`config.mk`:
```
export PLATFORM = sky130hd
export DESIGN_NAME = square_matrix_multiply_flat
export DESIGN_NICKNAME = d
export VERILOG_FILES = /design/src/sv/smm_pkg.sv /design/src/sv/smm_if.sv /design/src/sv/smm_cfg.sv /design/src/sv/smm_store.sv /design/src/sv/smm_mac.sv /design/src/sv/smm_ctrl.sv /design/src/sv/square_matrix_multiply.sv /design/src/flat_wrapper.sv
export SDC_FILE = /design/constraint.sdc
export NUM_CORES = 2
export LEC_CHECK = 0
export BUFFER_PORTS_ARGS = -buffer_cell sky130_fd_sc_hd__buf_2
export CAP_MARGIN = 25
export CORE_MARGIN = 2
export CORE_UTILIZATION = 65
export DETAILED_ROUTE_END_ITERATION = 6
export HOLD_SLACK_MARGIN = 0.12
export PLACE_DENSITY = 0.86
export SLEW_MARGIN = 20
export SYNTH_ARGS = -nofsm -noshare
export SYNTH_HDL_FRONTEND = slang
export SYNTH_SLANG_ARGS = --single-unit
```
`constraint.sdc`:
```
create_clock -name clk -period 10.8 [get_ports clk]
set_clock_uncertainty 0.05 [all_clocks]
set_input_delay 1.08 -clock clk [delete_from_list [all_inputs] [get_ports clk]]
set_output_delay 1.08 -clock clk [all_outputs]
set_load 0.005 [all_outputs]
```
`src/sv/smm_pkg.sv`:
```
`timescale 1ns / 1ps
`default_nettype none

package smm_pkg;

  // Matrix geometry and storage.
  localparam int MAX_SIZE = 8;
  localparam int DEPTH    = MAX_SIZE * MAX_SIZE;
  localparam int ADDR_W   = $clog2(DEPTH);
  localparam int IDX_W    = $clog2(MAX_SIZE);
  localparam int SIZE_W   = 4;
  localparam int CNT_W    = 7;

  // Arithmetic widths: Q8.8 elements, Q16.16 products, Q19.16 sums.
  localparam int DATA_W = 16;
  localparam int PROD_W = 2 * DATA_W;
  localparam int SUM_W  = 35;

  // Configuration port.
  localparam int PADDR_W = 4;
  localparam int PDATA_W = 32;

  typedef enum logic [1:0] {
    REG_MATRIX_SIZE = 2'd0,
    REG_ROW_BEGIN   = 2'd1,
    REG_ROW_END     = 2'd2
  } cfg_reg_t;

  typedef struct packed {
    logic [SIZE_W-1:0] matrix_size;
    logic [SIZE_W-1:0] row_begin;
    logic [SIZE_W-1:0] row_end;
  } cfg_t;

  // Tags that travel with one multiply-accumulate step.
  typedef struct packed {
    logic vld;
    logic first;
    logic last;
  } mac_ctl_t;

  // Sequencer status seen by the top level.
  typedef struct packed {
    logic issuing;
    logic rd_vld;
    logic draining;
    logic sum_done;
  } sts_t;

  typedef enum logic [1:0] {
    ST_LOAD,
    ST_ISSUE,
    ST_DRAIN,
    ST_WRITE
  } state_t;

endpackage

`default_nettype wire

```
`src/sv/smm_if.sv`:
```
`timescale 1ns / 1ps
`default_nettype none

// Input channel: one element of A and one of B per transaction.
interface smm_in_if;
  logic                             valid;
  logic                             ready;
  logic signed [smm_pkg::DATA_W-1:0] a_value;
  logic signed [smm_pkg::DATA_W-1:0] b_value;

  modport source (output valid, output a_value, output b_value, input ready);
  modport sink   (input valid, input a_value, input b_value, output ready);
endinterface

// Result channel: one element of C per transaction.
interface smm_out_if;
  logic                             valid;
  logic                             ready;
  logic [smm_pkg::IDX_W-1:0]        out_row;
  logic [smm_pkg::IDX_W-1:0]        out_col;
  logic signed [smm_pkg::SUM_W-1:0] product_value;
  logic                             is_last;

  modport source (output valid, output out_row, output out_col, output product_value,
                  output is_last, input ready);
  modport sink   (input valid, input out_row, input out_col, input product_value,
                  input is_last, output ready);
endinterface

`default_nettype wire

```
`src/sv/smm_cfg.sv`:
```
`timescale 1ns / 1ps
`default_nettype none

module smm_cfg (
  input  wire logic                         clk,
  input  wire logic                         rst_n,
  input  wire logic                         psel,
  input  wire logic                         penable,
  input  wire logic                         pwrite,
  input  wire logic [smm_pkg::PADDR_W-1:0]  paddr,
  input  wire logic [smm_pkg::PDATA_W-1:0]  pwdata,
  output logic      [smm_pkg::PDATA_W-1:0]  prdata,
  output logic                              pready,
  output smm_pkg::cfg_t                     cfg
);

  smm_pkg::cfg_t    cfg_r;
  smm_pkg::cfg_reg_t reg_idx;
  logic             wr_go;

  assign reg_idx = smm_pkg::cfg_reg_t'(paddr[smm_pkg::PADDR_W-1:2]);
  assign wr_go   = psel && penable && pwrite;
  assign pready  = 1'b1;
  assign cfg     = cfg_r;

  // Register writes; an address past the last register is ignored.
  always_ff @(posedge clk) begin
    if (!rst_n) begin
      cfg_r.matrix_size <= smm_pkg::SIZE_W'(smm_pkg::MAX_SIZE);
      cfg_r.row_begin   <= '0;
      cfg_r.row_end     <= smm_pkg::SIZE_W'(smm_pkg::MAX_SIZE);
    end else if (wr_go) begin
      case (reg_idx)
        smm_pkg::REG_MATRIX_SIZE: cfg_r.matrix_size <= pwdata[smm_pkg::SIZE_W-1:0];
        smm_pkg::REG_ROW_BEGIN:   cfg_r.row_begin   <= pwdata[smm_pkg::SIZE_W-1:0];
        smm_pkg::REG_ROW_END:     cfg_r.row_end     <= pwdata[smm_pkg::SIZE_W-1:0];
        default: ;
      endcase
    end
  end

  // Read mux.
  always_comb begin
    prdata = '0;
    case (reg_idx)
      smm_pkg::REG_MATRIX_SIZE: prdata[smm_pkg::SIZE_W-1:0] = cfg_r.matrix_size;
      smm_pkg::REG_ROW_BEGIN:   prdata[smm_pkg::SIZE_W-1:0] = cfg_r.row_begin;
      smm_pkg::REG_ROW_END:     prdata[smm_pkg::SIZE_W-1:0] = cfg_r.row_end;
      default:                  prdata = '0;
    endcase
  end

endmodule

`default_nettype wire

```
`src/sv/smm_store.sv`:
```
`timescale 1ns / 1ps
`default_nettype none

module smm_store (
  input  wire logic                        clk,
  input  wire logic                        wr_en,
  input  wire logic [smm_pkg::ADDR_W-1:0]  wr_addr,
  input  wire logic [smm_pkg::DATA_W-1:0]  wr_a,
  input  wire logic [smm_pkg::DATA_W-1:0]  wr_b,
  input  wire logic [smm_pkg::ADDR_W-1:0]  rd_addr_a,
  input  wire logic [smm_pkg::ADDR_W-1:0]  rd_addr_b,
  output logic      [smm_pkg::DATA_W-1:0]  rd_a_r,
  output logic      [smm_pkg::DATA_W-1:0]  rd_b_r
);

  logic [smm_pkg::DATA_W-1:0] a_mem [smm_pkg::DEPTH];
  logic [smm_pkg::DATA_W-1:0] b_mem [smm_pkg::DEPTH];

  // Both matrices share the load address; each has its own read port.
  always_ff @(posedge clk) begin
    if (wr_en) begin
      a_mem[wr_addr] <= wr_a;
      b_mem[wr_addr] <= wr_b;
    end
  end

  always_ff @(posedge clk) begin
    rd_a_r <= a_mem[rd_addr_a];
    rd_b_r <= b_mem[rd_addr_b];
  end

endmodule

`default_nettype wire

```
`src/sv/smm_mac.sv`:
```
`timescale 1ns / 1ps
`default_nettype none

module smm_mac (
  input  wire logic                              clk,
  input  wire logic                              rst_n,
  input  wire smm_pkg::mac_ctl_t                 ctl,
  input  wire logic signed [smm_pkg::DATA_W-1:0] a,
  input  wire logic signed [smm_pkg::DATA_W-1:0] b,
  output logic signed      [smm_pkg::SUM_W-1:0]  sum,
  output logic                                   sum_done
);

  logic signed [smm_pkg::PROD_W-1:0] prod_r;
  smm_pkg::mac_ctl_t                 p_ctl_r;
  logic signed [smm_pkg::SUM_W-1:0]  acc_r;
  logic signed [smm_pkg::SUM_W-1:0]  acc_nxt;
  logic                              done_r;

  // Multiply stage.
  always_ff @(posedge clk) begin
    prod_r <= a * b;
  end

  always_ff @(posedge clk) begin
    if (!rst_n) begin
      p_ctl_r <= '0;
    end else begin
      p_ctl_r <= ctl;
    end
  end

  // Accumulate stage; the first term of a dot product restarts the sum.
  always_comb begin
    acc_nxt = (p_ctl_r.first ? '0 : acc_r)
            + {{(smm_pkg::SUM_W-smm_pkg::PROD_W){prod_r[smm_pkg::PROD_W-1]}}, prod_r};
  end

  always_ff @(posedge clk) begin
    if (p_ctl_r.vld) begin
      acc_r <= acc_nxt;
    end
  end

  always_ff @(posedge clk) begin
    if (!rst_n) begin
      done_r <= 1'b0;
    end else begin
      done_r <= p_ctl_r.vld && p_ctl_r.last;
    end
  end

  assign sum      = acc_r;
  assign sum_done = done_r;

endmodule

`default_nettype wire

```
`src/sv/smm_ctrl.sv`:
```
`timescale 1ns / 1ps
`default_nettype none

module smm_ctrl (
  input  wire logic                       clk,
  input  wire logic                       rst_n,
  input  wire smm_pkg::cfg_t              cfg,
  input  wire logic                       in_valid,
  output logic                            in_ready,
  output logic                            wr_en,
  output logic [smm_pkg::ADDR_W-1:0]      wr_addr,
  output logic [smm_pkg::ADDR_W-1:0]      rd_addr_a,
  output logic [smm_pkg::ADDR_W-1:0]      rd_addr_b,
  output smm_pkg::mac_ctl_t               mac_ctl,
  input  wire logic                       sum_done,
  input  wire logic [smm_pkg::SUM_W-1:0]  sum,
  input  wire logic                       out_ready,
  output logic                            out_valid,
  output logic [smm_pkg::IDX_W-1:0]       out_row,
  output logic [smm_pkg::IDX_W-1:0]       out_col,
  output logic [smm_pkg::SUM_W-1:0]       out_value,
  output logic                            out_last,
  output smm_pkg::sts_t                   sts
);

  smm_pkg::state_t state_r, state_nxt;

  logic [smm_pkg::CNT_W-1:0]  load_cnt_r, load_cnt_nxt, cnt_inc, total;
  logic [smm_pkg::IDX_W-1:0]  i_r, i_nxt, j_r, j_nxt, k_r, k_nxt;
  logic [smm_pkg::SIZE_W-1:0] n, rb, re;
  logic                       load_go, load_done, run_go;
  logic                       k_end, j_end, elem_last;
  logic                       issue, write_go, slot_free;
  smm_pkg::mac_ctl_t          rd_ctl_r;
  logic                       out_valid_r;
  logic [smm_pkg::IDX_W-1:0]  out_row_r, out_col_r;
  logic [smm_pkg::SUM_W-1:0]  out_value_r;
  logic                       out_last_r;

  // Effective size and row bounds, saturated into range.
  always_comb begin
    if (cfg.matrix_size == '0) begin
      n = smm_pkg::SIZE_W'(1);
    end else if (cfg.matrix_size > smm_pkg::SIZE_W'(smm_pkg::MAX_SIZE)) begin
      n = smm_pkg::SIZE_W'(smm_pkg::MAX_SIZE);
    end else begin
      n = cfg.matrix_size;
    end
    rb = (cfg.row_begin > n) ? n : cfg.row_begin;
    re = (cfg.row_end > n) ? n : cfg.row_end;
  end

  // Load counting; the transaction that reaches N*N completes the load.
  assign total     = smm_pkg::CNT_W'({4'd0, n} * {4'd0, n});
  assign cnt_inc   = load_cnt_r + smm_pkg::CNT_W'(1);
  assign load_go   = in_valid && in_ready;
  assign load_done = load_go && (cnt_inc >= total);
  assign run_go    = load_done && (re > rb);
  assign wr_en     = load_go;
  assign wr_addr   = load_cnt_r[smm_pkg::ADDR_W-1:0];

  always_comb begin
    load_cnt_nxt = load_cnt_r;
    if (load_done) begin
      load_cnt_nxt = '0;
    end else if (load_go) begin
      load_cnt_nxt = cnt_inc;
    end
  end

  // Loop ends.
  assign k_end     = ({1'b0, k_r} + smm_pkg::SIZE_W'(1)) == n;
  assign j_end     = ({1'b0, j_r} + smm_pkg::SIZE_W'(1)) == n;
  assign elem_last = j_end && (({1'b0, i_r} + smm_pkg::SIZE_W'(1)) == re);
  assign slot_free = !out_valid_r || out_ready;

  // Next state.
  always_comb begin
    state_nxt = state_r;
    case (state_r)
      smm_pkg::ST_LOAD:  if (run_go) state_nxt = smm_pkg::ST_ISSUE;
      smm_pkg::ST_ISSUE: if (k_end) state_nxt = smm_pkg::ST_DRAIN;
      smm_pkg::ST_DRAIN: if (sum_done) state_nxt = smm_pkg::ST_WRITE;
      smm_pkg::ST_WRITE: begin
        if (slot_free) begin
          state_nxt = elem_last ? smm_pkg::ST_LOAD : smm_pkg::ST_ISSUE;
        end
      end
      default: state_nxt = smm_pkg::ST_LOAD;
    endcase
  end

  // State outputs.
  always_comb begin
    in_ready = 1'b0;
    issue    = 1'b0;
    write_go = 1'b0;
    case (state_r)
      smm_pkg::ST_LOAD:  in_ready = 1'b1;
      smm_pkg::ST_ISSUE: issue = 1'b1;
      smm_pkg::ST_WRITE: write_go = slot_free;
      default: ;
    endcase
  end

  // Row, column and term counters.
  always_comb begin
    i_nxt = i_r;
    j_nxt = j_r;
    k_nxt = k_r;
    if (run_go) begin
      i_nxt = rb[smm_pkg::IDX_W-1:0];
      j_nxt = '0;
      k_nxt = '0;
    end else if (issue) begin
      k_nxt = k_end ? '0 : k_r + smm_pkg::IDX_W'(1);
    end else if (write_go && !elem_last) begin
      if (j_end) begin
        j_nxt = '0;
        i_nxt = i_r + smm_pkg::IDX_W'(1);
      end else begin
        j_nxt = j_r + smm_pkg::IDX_W'(1);
      end
    end
  end

  // Read addresses: A[i][k] and B[k][j].
  assign rd_addr_a = smm_pkg::ADDR_W'({3'd0, i_r} * {2'd0, n}) + smm_pkg::ADDR_W'(k_r);
  assign rd_addr_b = smm_pkg::ADDR_W'({3'd0, k_r} * {2'd0, n}) + smm_pkg::ADDR_W'(j_r);

  // Control registers.
  always_ff @(posedge clk) begin
    if (!rst_n) begin
      state_r     <= smm_pkg::ST_LOAD;
      load_cnt_r  <= '0;
      rd_ctl_r    <= '0;
      out_valid_r <= 1'b0;
    end else begin
      state_r        <= state_nxt;
      load_cnt_r     <= load_cnt_nxt;
      rd_ctl_r.vld   <= issue;
      rd_ctl_r.first <= issue && (k_r == '0);
      rd_ctl_r.last  <= issue && k_end;
      if (write_go) begin
        out_valid_r <= 1'b1;
      end else if (out_ready) begin
        out_valid_r <= 1'b0;
      end
    end
  end

  // Counters and the output register carry no reset.
  always_ff @(posedge clk) begin
    i_r <= i_nxt;
    j_r <= j_nxt;
    k_r <= k_nxt;
    if (write_go) begin
      out_row_r   <= i_r;
      out_col_r   <= j_r;
      out_value_r <= sum;
      out_last_r  <= elem_last;
    end
  end

  assign mac_ctl   = rd_ctl_r;
  assign out_valid = out_valid_r;
  assign out_row   = out_row_r;
  assign out_col   = out_col_r;
  assign out_value = out_value_r;
  assign out_last  = out_last_r;

  assign sts.issuing  = issue;
  assign sts.rd_vld   = rd_ctl_r.vld;
  assign sts.draining = (state_r == smm_pkg::ST_DRAIN);
  assign sts.sum_done = sum_done;

endmodule

`default_nettype wire

```
`src/sv/square_matrix_multiply.sv`:
```
// In the load state a transaction is taken whenever one is valid. After the transaction
// that completes the N*N load, each result element is formed by N reads through the
// single shared multiply-accumulate unit, the read, multiply and accumulate registers
// and one write; elements are formed one at a time and loading is closed until a run
// ends. Reset (synchronous, rst_n low) clears the sequencer, load count and handshakes
// and sets matrix_size 8, row_begin 0, row_end 8; the stores are not cleared.
`timescale 1ns / 1ps
`default_nettype none

module square_matrix_multiply (
  input  wire logic                        clk,
  input  wire logic                        rst_n,
  smm_in_if.sink                           in_ch,
  smm_out_if.source                        out_ch,
  input  wire logic                        psel,
  input  wire logic                        penable,
  input  wire logic                        pwrite,
  input  wire logic [smm_pkg::PADDR_W-1:0] paddr,
  input  wire logic [smm_pkg::PDATA_W-1:0] pwdata,
  output logic      [smm_pkg::PDATA_W-1:0] prdata,
  output logic                             pready
);

  smm_pkg::cfg_t             cfg;
  smm_pkg::mac_ctl_t         mac_ctl;
  smm_pkg::sts_t             sts;
  logic                      wr_en;
  logic [smm_pkg::ADDR_W-1:0] wr_addr, rd_addr_a, rd_addr_b;
  logic [smm_pkg::DATA_W-1:0] rd_a, rd_b;
  logic [smm_pkg::SUM_W-1:0]  sum, out_value;
  logic                      sum_done;

  smm_cfg u_cfg (
    .clk     (clk),
    .rst_n   (rst_n),
    .psel    (psel),
    .penable (penable),
    .pwrite  (pwrite),
    .paddr   (paddr),
    .pwdata  (pwdata),
    .prdata  (prdata),
    .pready  (pready),
    .cfg     (cfg)
  );

  smm_store u_store (
    .clk       (clk),
    .wr_en     (wr_en),
    .wr_addr   (wr_addr),
    .wr_a      (in_ch.a_value),
    .wr_b      (in_ch.b_value),
    .rd_addr_a (rd_addr_a),
    .rd_addr_b (rd_addr_b),
    .rd_a_r    (rd_a),
    .rd_b_r    (rd_b)
  );

  smm_mac u_mac (
    .clk      (clk),
    .rst_n    (rst_n),
    .ctl      (mac_ctl),
    .a        (rd_a),
    .b        (rd_b),
    .sum      (sum),
    .sum_done (sum_done)
  );

  smm_ctrl u_ctrl (
    .clk       (clk),
    .rst_n     (rst_n),
    .cfg       (cfg),
    .in_valid  (in_ch.valid),
    .in_ready  (in_ch.ready),
    .wr_en     (wr_en),
    .wr_addr   (wr_addr),
    .rd_addr_a (rd_addr_a),
    .rd_addr_b (rd_addr_b),
    .mac_ctl   (mac_ctl),
    .sum_done  (sum_done),
    .sum       (sum),
    .out_ready (out_ch.ready),
    .out_valid (out_ch.valid),
    .out_row   (out_ch.out_row),
    .out_col   (out_ch.out_col),
    .out_value (out_value),
    .out_last  (out_ch.is_last),
    .sts       (sts)
  );

  assign out_ch.product_value = out_value;

  // A finished dot product only appears while the sequencer waits for it.
  a_done_in_drain: assert property (@(posedge clk) disable iff (!rst_n)
    sts.sum_done |-> sts.draining)
    else $error("dot product finished outside the drain state");

  // Read data is tagged valid only in the cycle after a read was issued.
  a_read_follows_issue: assert property (@(posedge clk) disable iff (!rst_n)
    sts.rd_vld |-> $past(sts.issuing))
    else $error("read tag without an issued read");

  // While a result other than the last one of a run is pending, loading is closed.
  a_no_load_mid_run: assert property (@(posedge clk) disable iff (!rst_n)
    (out_ch.valid && !out_ch.is_last) |-> !in_ch.ready)
    else $error("input open while a run is still in progress");

endmodule

`default_nettype wire

```
`src/flat_wrapper.sv`:
```
// flat-port wrapper written by rule: the top's interface ports become plain ports
module square_matrix_multiply_flat 
  (clk, rst_n, psel, penable, pwrite, paddr, pwdata, prdata, pready, in_ch_valid, in_ch_a_value, in_ch_b_value, in_ch_ready, out_ch_valid, out_ch_out_row, out_ch_out_col, out_ch_product_value, out_ch_is_last, out_ch_ready);
  smm_in_if in_ch_i ();
  smm_out_if out_ch_i ();
  input  wire logic clk;
  input  wire logic rst_n;
  input  wire logic psel;
  input  wire logic penable;
  input  wire logic pwrite;
  input  wire logic [smm_pkg::PADDR_W-1:0] paddr;
  input  wire logic [smm_pkg::PDATA_W-1:0] pwdata;
  output logic      [smm_pkg::PDATA_W-1:0] prdata;
  output logic pready;
  input wire logic [$bits(in_ch_i.valid)-1:0] in_ch_valid;
  input wire logic [$bits(in_ch_i.a_value)-1:0] in_ch_a_value;
  input wire logic [$bits(in_ch_i.b_value)-1:0] in_ch_b_value;
  output wire logic [$bits(in_ch_i.ready)-1:0] in_ch_ready;
  output wire logic [$bits(out_ch_i.valid)-1:0] out_ch_valid;
  output wire logic [$bits(out_ch_i.out_row)-1:0] out_ch_out_row;
  output wire logic [$bits(out_ch_i.out_col)-1:0] out_ch_out_col;
  output wire logic [$bits(out_ch_i.product_value)-1:0] out_ch_product_value;
  output wire logic [$bits(out_ch_i.is_last)-1:0] out_ch_is_last;
  input wire logic [$bits(out_ch_i.ready)-1:0] out_ch_ready;
  assign in_ch_i.valid = in_ch_valid;
  assign in_ch_i.a_value = in_ch_a_value;
  assign in_ch_i.b_value = in_ch_b_value;
  assign in_ch_ready = in_ch_i.ready;
  assign out_ch_valid = out_ch_i.valid;
  assign out_ch_out_row = out_ch_i.out_row;
  assign out_ch_out_col = out_ch_i.out_col;
  assign out_ch_product_value = out_ch_i.product_value;
  assign out_ch_is_last = out_ch_i.is_last;
  assign out_ch_i.ready = out_ch_ready;
  square_matrix_multiply u_core (.clk(clk), .rst_n(rst_n), .in_ch(in_ch_i), .out_ch(out_ch_i), .psel(psel), .penable(penable), .pwrite(pwrite), .paddr(paddr), .pwdata(pwdata), .prdata(prdata), .pready(pready));
endmodule
```
After elaboration in Yosys (flattened, before gate mapping)
Memories as Yosys holds them, arrays and structs flattened. A register that Yosys moved wholly into a read port is not among the register bits. Index checks and enable logic that the tools add are counted. Widths: inputs -> output; s select.

Add/sub/neg operators: 10. Multipliers: 4. Divide/modulo/power cells: 0. Magnitude comparators: 5. Equality and inequality tests: 13. Shift-type cells: 0. Multiplexer cells: 25. Bitwise operators: 2. Reduce and logical (&&, ||, !) cells: 27.

Operator list (count): $add 35x35->35 (1); $mux 35 (1); $mul 16x16->32 (1); $mux 3 (6); $mux 4 (4); $add 3x1->4 const B (3); $add 6x3->6 (2); $eq 4x4->1 (3); $gt 4x4->1 (3); $mul 3x4->6 (2); $pmux 4 s3 (1); $logic_and 1x1->1 (10); $ne 2x2->1 const B (5); $add 3x1->3 const B (3); $mux 1 (8); $mux 2 (4); $pmux 2 s4 (1); $reduce_and 2->1 (4); $add 7x1->7 const B (1); $ge 7x7->1 (1); $mul 4x4->7 (1); $eq 2x2->1 const B (3); $reduce_bool 2->1 (3); $eq 2x1->1 const B (2); 10 further kinds (13).

Register bits: 147. Latch bits: 0. RAM bits: 2048. ROM bits: 0. Input bits: 75. Output and inout port bits: 77. Logic and storage cells: 110. Memories kept: 2.

Memory list: u_core.u_store.a_mem (depth 64, bits a word 16, rd ports 1, clocked after memory_dff 1, wr ports 1, line smm_store.sv:16) `logic [smm_pkg::DATA_W-1:0] a_mem [smm_pkg::DEPTH];`; u_core.u_store.b_mem (depth 64, bits a word 16, rd ports 1, clocked after memory_dff 1, wr ports 1, line smm_store.sv:17) `logic [smm_pkg::DATA_W-1:0] b_mem [smm_pkg::DEPTH];`.

Logic depth before layout (Yosys ltp)
Depth after elaboration: 12. Mapped depth: 24. Mapped depth without buffers: 23.

Cells and area by module
From an unflattened synthesis, not the netlist that was laid out.

Cells, all modules: 5459. Area total of the unflattened synthesis: 97672.4 um^2.

Modules (own cells, without submodules): smm_store (instances 1, cells an instance 3498, area an instance 78977.0 um^2, seq. area each 62139.6 um^2); smm_mac (instances 1, cells an instance 1487, area an instance 13794.5 um^2, seq. area each 1771.7 um^2); smm_ctrl (instances 1, cells an instance 381, area an instance 4106.4 um^2, seq. area each 1731.7 um^2); smm_cfg (instances 1, cells an instance 93, area an instance 794.5 um^2, seq. area each 240.2 um^2).

Worst setup path after synthesis
OpenSTA, ideal clock, no wires.

Path kind: register to register. Start point: register u_core.u_store.rd_a_r[15] (netlist name), read port of u_core.u_store.a_mem. End point: register u_core.u_mac.prod_r[31] (netlist name). Library setup time: 0.072 ns. Arrival time: 6.007 ns. Required time: 10.678 ns. Path slack: 4.671 ns. Cell stages (with the launch flop): 20. Buffers on the path: 1. Clock period less this slack: 6.129 ns. Cells stage by stage: dfxtp_1 clkbuf_1 nand2_1 inv_1 fa_1 fa_1 fa_1 fa_1 fa_1 inv_1 fa_1 inv_1 ha_1 or3_1 o211a_1 a211o_1 a221oi_1 o41ai_1 a21oi_1 xnor2_1.

Word-level cells in the longest chain between the ends: 1.

RTL lines: start: declaration (line smm_store.sv:12) `output logic [smm_pkg::DATA_W-1:0] rd_a_r,`; $mul 16x16->32 (line smm_mac.sv:22) `prod_r <= a * b;`; end signal: assignment (line smm_mac.sv:22); end: declaration (line smm_mac.sv:14) `logic signed [smm_pkg::PROD_W-1:0] prod_r;`.

Every way passes these cells. A chain may end at the register's enable or synchronous reset.

Final worst setup path
Start point: register u_core.u_store.rd_a_r[11] (netlist name), read port of u_core.u_store.a_mem. End point: register u_core.u_mac.prod_r[30] (netlist name).

Same word-level chain as after synthesis.

==> results.toml <==
[sta]
relSlewSlack = 0.266
hold_violations = 0
timing.final.crit_period_ns = 6.82
worstMarginPinSlew_ns = 1.10
slew_viol_final = 0
finalSetupTns_ns = 0
final-setup-viol-count = 0
post-route-period-util = 0.632
rsz0062_at_grt = "false"
clock.fmax_ghz = 0.147

[drt]
dr_total_vias = 52300
initialDrtViolationCount = 8715
drt_wl_total_um = 270000
drc = 0
wl_per_cell_um = 37.2
vias_per_cell = 7.19
first_pass_iters = 6
ant_nets = 0

[place]
dpl_cell_area_um2 = 100000
portBuffers = 92
place_congestion = 0.892
dpl.hpwl_um = 135000

[flow_run]
cap_violations = 0

[grt]
grt_pass1_vias = 53500
track_usage = 0.360
grt_pass1_wl_um = 384000
antenna_found_initial = 3
overflow = 0
grt_max_degree = 149

[clocking]
clock_latency_ns = 0.90
htreeDepth = 4
clock-sinks = 2227
clk_pin_slew_ns = 0.06
cts_resized = 0
postCtsSetupBuffers = 0
cts_hold_buf = 0
cts_tree = "yes"
clk_path_buf_depth = 3
root_buffer = "clkbuf_16"
cts_made_buffers = 205

[finish]
layout-drive-gt1-share = 0.230
syn_to_final_growth_pct = 10.7
fillers = 7722
nets = 5680
fin_area_um2 = 107000

[worst_setup_path]
crit_buf_inv = 3
worstPathMaxFanout = 16
path_cells = "nand2_1 > fa_1 > fa_1 > inv_1 > fa_1 > inv_1 > fa_1 > fa_1 > fa_1 > inv_1 > ha_1 > nand3_1 > a2111oi_0 > a21oi_1 > a211oi_1 > o21bai_1 > a21oi_1 > o21ai_0 > a21oi_1 > xor2_1"
slowest_stage = "dfxtp_1"
cp.required_ns = 11.49
cp_data_arrival_time_ns = 7.52
max_stage_delay_ns = 0.79
critical_path_class = "reg2reg"
crit_path_frequent_cell = "fa_1"
start_kind = "flip-flop"
worstSetupEndpointType = "flip-flop"
critPathTopFamily = "adder cells"

[yosys]
ys_types = 65
async_reset_ff_frac = 0
netlist_area_um2 = 96700
syn_inst = 4970
synth_ff_type = "edfxtp_1"
yosysWarningCount = 0
synth_edf_count = 2128
ys_ff_latch = 2227
syn_area_per_cell_um2 = 19.5
ys_seq_area_frac = 0.681

[die]
num_rows = 141
die-area_um2 = 152000
die_h_um = 390
die_w_um = 390
coreArea_um2 = 148000
ios = 152
initial_core_util = 0.655

[worst_hold_path]
hp-class = "reg2reg"

[run_status]
status = "finished clean"
per-layer routing:
metal,GRT usage,up-vias,share of wire
met2,0.590,4820,0.50
li1,-,19700,-
met1,0.452,26600,0.32
met4,0.216,2,0.072
met3,0.0704,1086,0.11
met5,0,-,0.000048
layout make-up:
type                            count  area, um2  share of cell area
Inverter                          343       1290              0.0120
Tap cell                         1930       2410              0.0226
Sequential cell                  2227      65900               0.616
Clock inverter                    126       1350              0.0126
Timing Repair Buffer              197       1480              0.0138
Antenna cell                        3       7.51           0.0000702
Clock buffer                      254       5460              0.0510
Multi-Input combinational cell   2192      29100               0.272
registers in the layout, indices dropped and copies added, names as in the netlist, 7 cells and up:
signal / cells
u_core.u_store.a_mem: 1024
u_core.u_ctrl.load_cnt_r: 7
u_core.u_store.b_mem: 1024
u_core.u_store.rd_b_r: 16
u_core.u_mac.prod_r: 32
u_core.u_cfg.cfg: 12
u_core.u_store.rd_a_r: 16
u_core.u_ctrl.out_value: 35
u_core.u_mac.sum: 35
cell usage after synthesis (5+ instances only):
cell | n | area [um2]
nand4_1 | 5 | 31.3
edfxtp_1 | 2128 | 63900
and2_1 | 140 | 876
nor2b_1 | 90 | 563
a21o_1 | 25 | 188
inv_1 | 342 | 1280
dfxtp_1 | 99 | 1980
xor2_1 | 24 | 210
a21oi_1 | 105 | 526
mux2i_1 | 51 | 510
o21a_1 | 14 | 105
nand2_1 | 175 | 657
xnor2_1 | 72 | 631
a211oi_1 | 43 | 323
o21bai_1 | 6 | 45.0
buf_1 | 5 | 18.8
mux4_2 | 640 | 14400
a31oi_1 | 6 | 37.5
nand2b_1 | 16 | 100
and3_1 | 7 | 43.8
nor2_1 | 144 | 541
nor3_1 | 16 | 80.1
ha_1 | 167 | 2090
o31ai_1 | 5 | 37.5
nand3_1 | 30 | 150
clkbuf_1 | 132 | 495
o211ai_1 | 6 | 45.0
buf_4 | 43 | 323
o21ai_0 | 43 | 215
fa_1 | 272 | 5450
buf_2 | 57 | 285
placed cells by master (no fill, tap or decap), types with 5 or more instances in the layout:
| master | synthesis | final |
|---|---|---|
| a211oi_1 | 43 | 42 |
| a21o_1 | 25 | 25 |
| a21oi_1 | 105 | 105 |
| a31oi_1 | 6 | 6 |
| and2_1 | 140 | 140 |
| and3_1 | 7 | 7 |
| buf_12 | 0 | 12 |
| buf_2 | 57 | 65 |
| buf_4 | 43 | 118 |
| bufinv_16 | 0 | 20 |
| clkbuf_1 | 132 | 38 |
| clkbuf_16 | 0 | 208 |
| clkbuf_8 | 0 | 8 |
| clkinv_1 | 1 | 47 |
| clkinv_16 | 0 | 7 |
| clkinv_2 | 0 | 36 |
| clkinvlp_4 | 0 | 9 |
| conb_1 | 2 | 31 |
| dfxtp_1 | 99 | 99 |
| edfxtp_1 | 2128 | 2128 |
| fa_1 | 272 | 270 |
| ha_1 | 167 | 163 |
| inv_1 | 342 | 341 |
| mux2i_1 | 51 | 51 |
| mux4_2 | 640 | 640 |
| nand2_1 | 175 | 175 |
| nand2b_1 | 16 | 16 |
| nand3_1 | 30 | 29 |
| nand4_1 | 5 | 5 |
| nor2_1 | 144 | 80 |
| nor2_4 | 0 | 64 |
| nor2b_1 | 90 | 90 |
| nor3_1 | 16 | 16 |
| o211ai_1 | 6 | 6 |
| o21a_1 | 14 | 14 |
| o21ai_0 | 43 | 43 |
| o21bai_1 | 6 | 6 |
| o31ai_1 | 5 | 5 |
| xnor2_1 | 72 | 68 |
| xor2_1 | 24 | 24 |
metrics by stage:
stage | std cells | hold WS, ns | setup slack (ns) | utilization
final | 7272 | 0.384 | 3.98 | 0.725
after global routing | 7270 | 0.406 | 3.60 | 0.725
after CTS | 7262 | 0.387 | 4.05 | 0.723
after detailed placement | 6882 | 0.373 | 4.06 | 0.677
after global placement | 6881 | 0.368 | 4.14 | 0.677
after floorplan | 4999 | 0.362 | 4.67 | -
logic make-up after synthesis:
kind of cell               after synthesis  share of synthesized area
AOI/OAI and AO/OA                      286                     0.0189
xor gates and xnor gates                98                    0.00903
adders and majority gates              439                     0.0779
buffers and inverters                  580                     0.0249
DFF                                   2227                      0.681
muxes                                  695                      0.155
other                                    2                  0.0000777
and+or+nand+nor                        643                     0.0330
final timing paths:
path                                  start                 endpoint  slack [ns]  cells past startpoint
setup reg to reg  u_core.u_store.rd_a_r[11]  u_core.u_mac.prod_r[30]        3.98                     20
setup / recovery  u_core.u_store.rd_a_r[11]  u_core.u_mac.prod_r[30]        3.98                     20
hold reg to reg    u_core.u_ctrl.mac_ctl[0]  u_core.u_mac.p_ctl_r[0]        0.38                      1
hold / removal     u_core.u_ctrl.mac_ctl[0]  u_core.u_mac.p_ctl_r[0]        0.38                      1
Power is not shown: default switching activity piles up to over one toggle a cycle in this logic, so the estimate is an artifact.
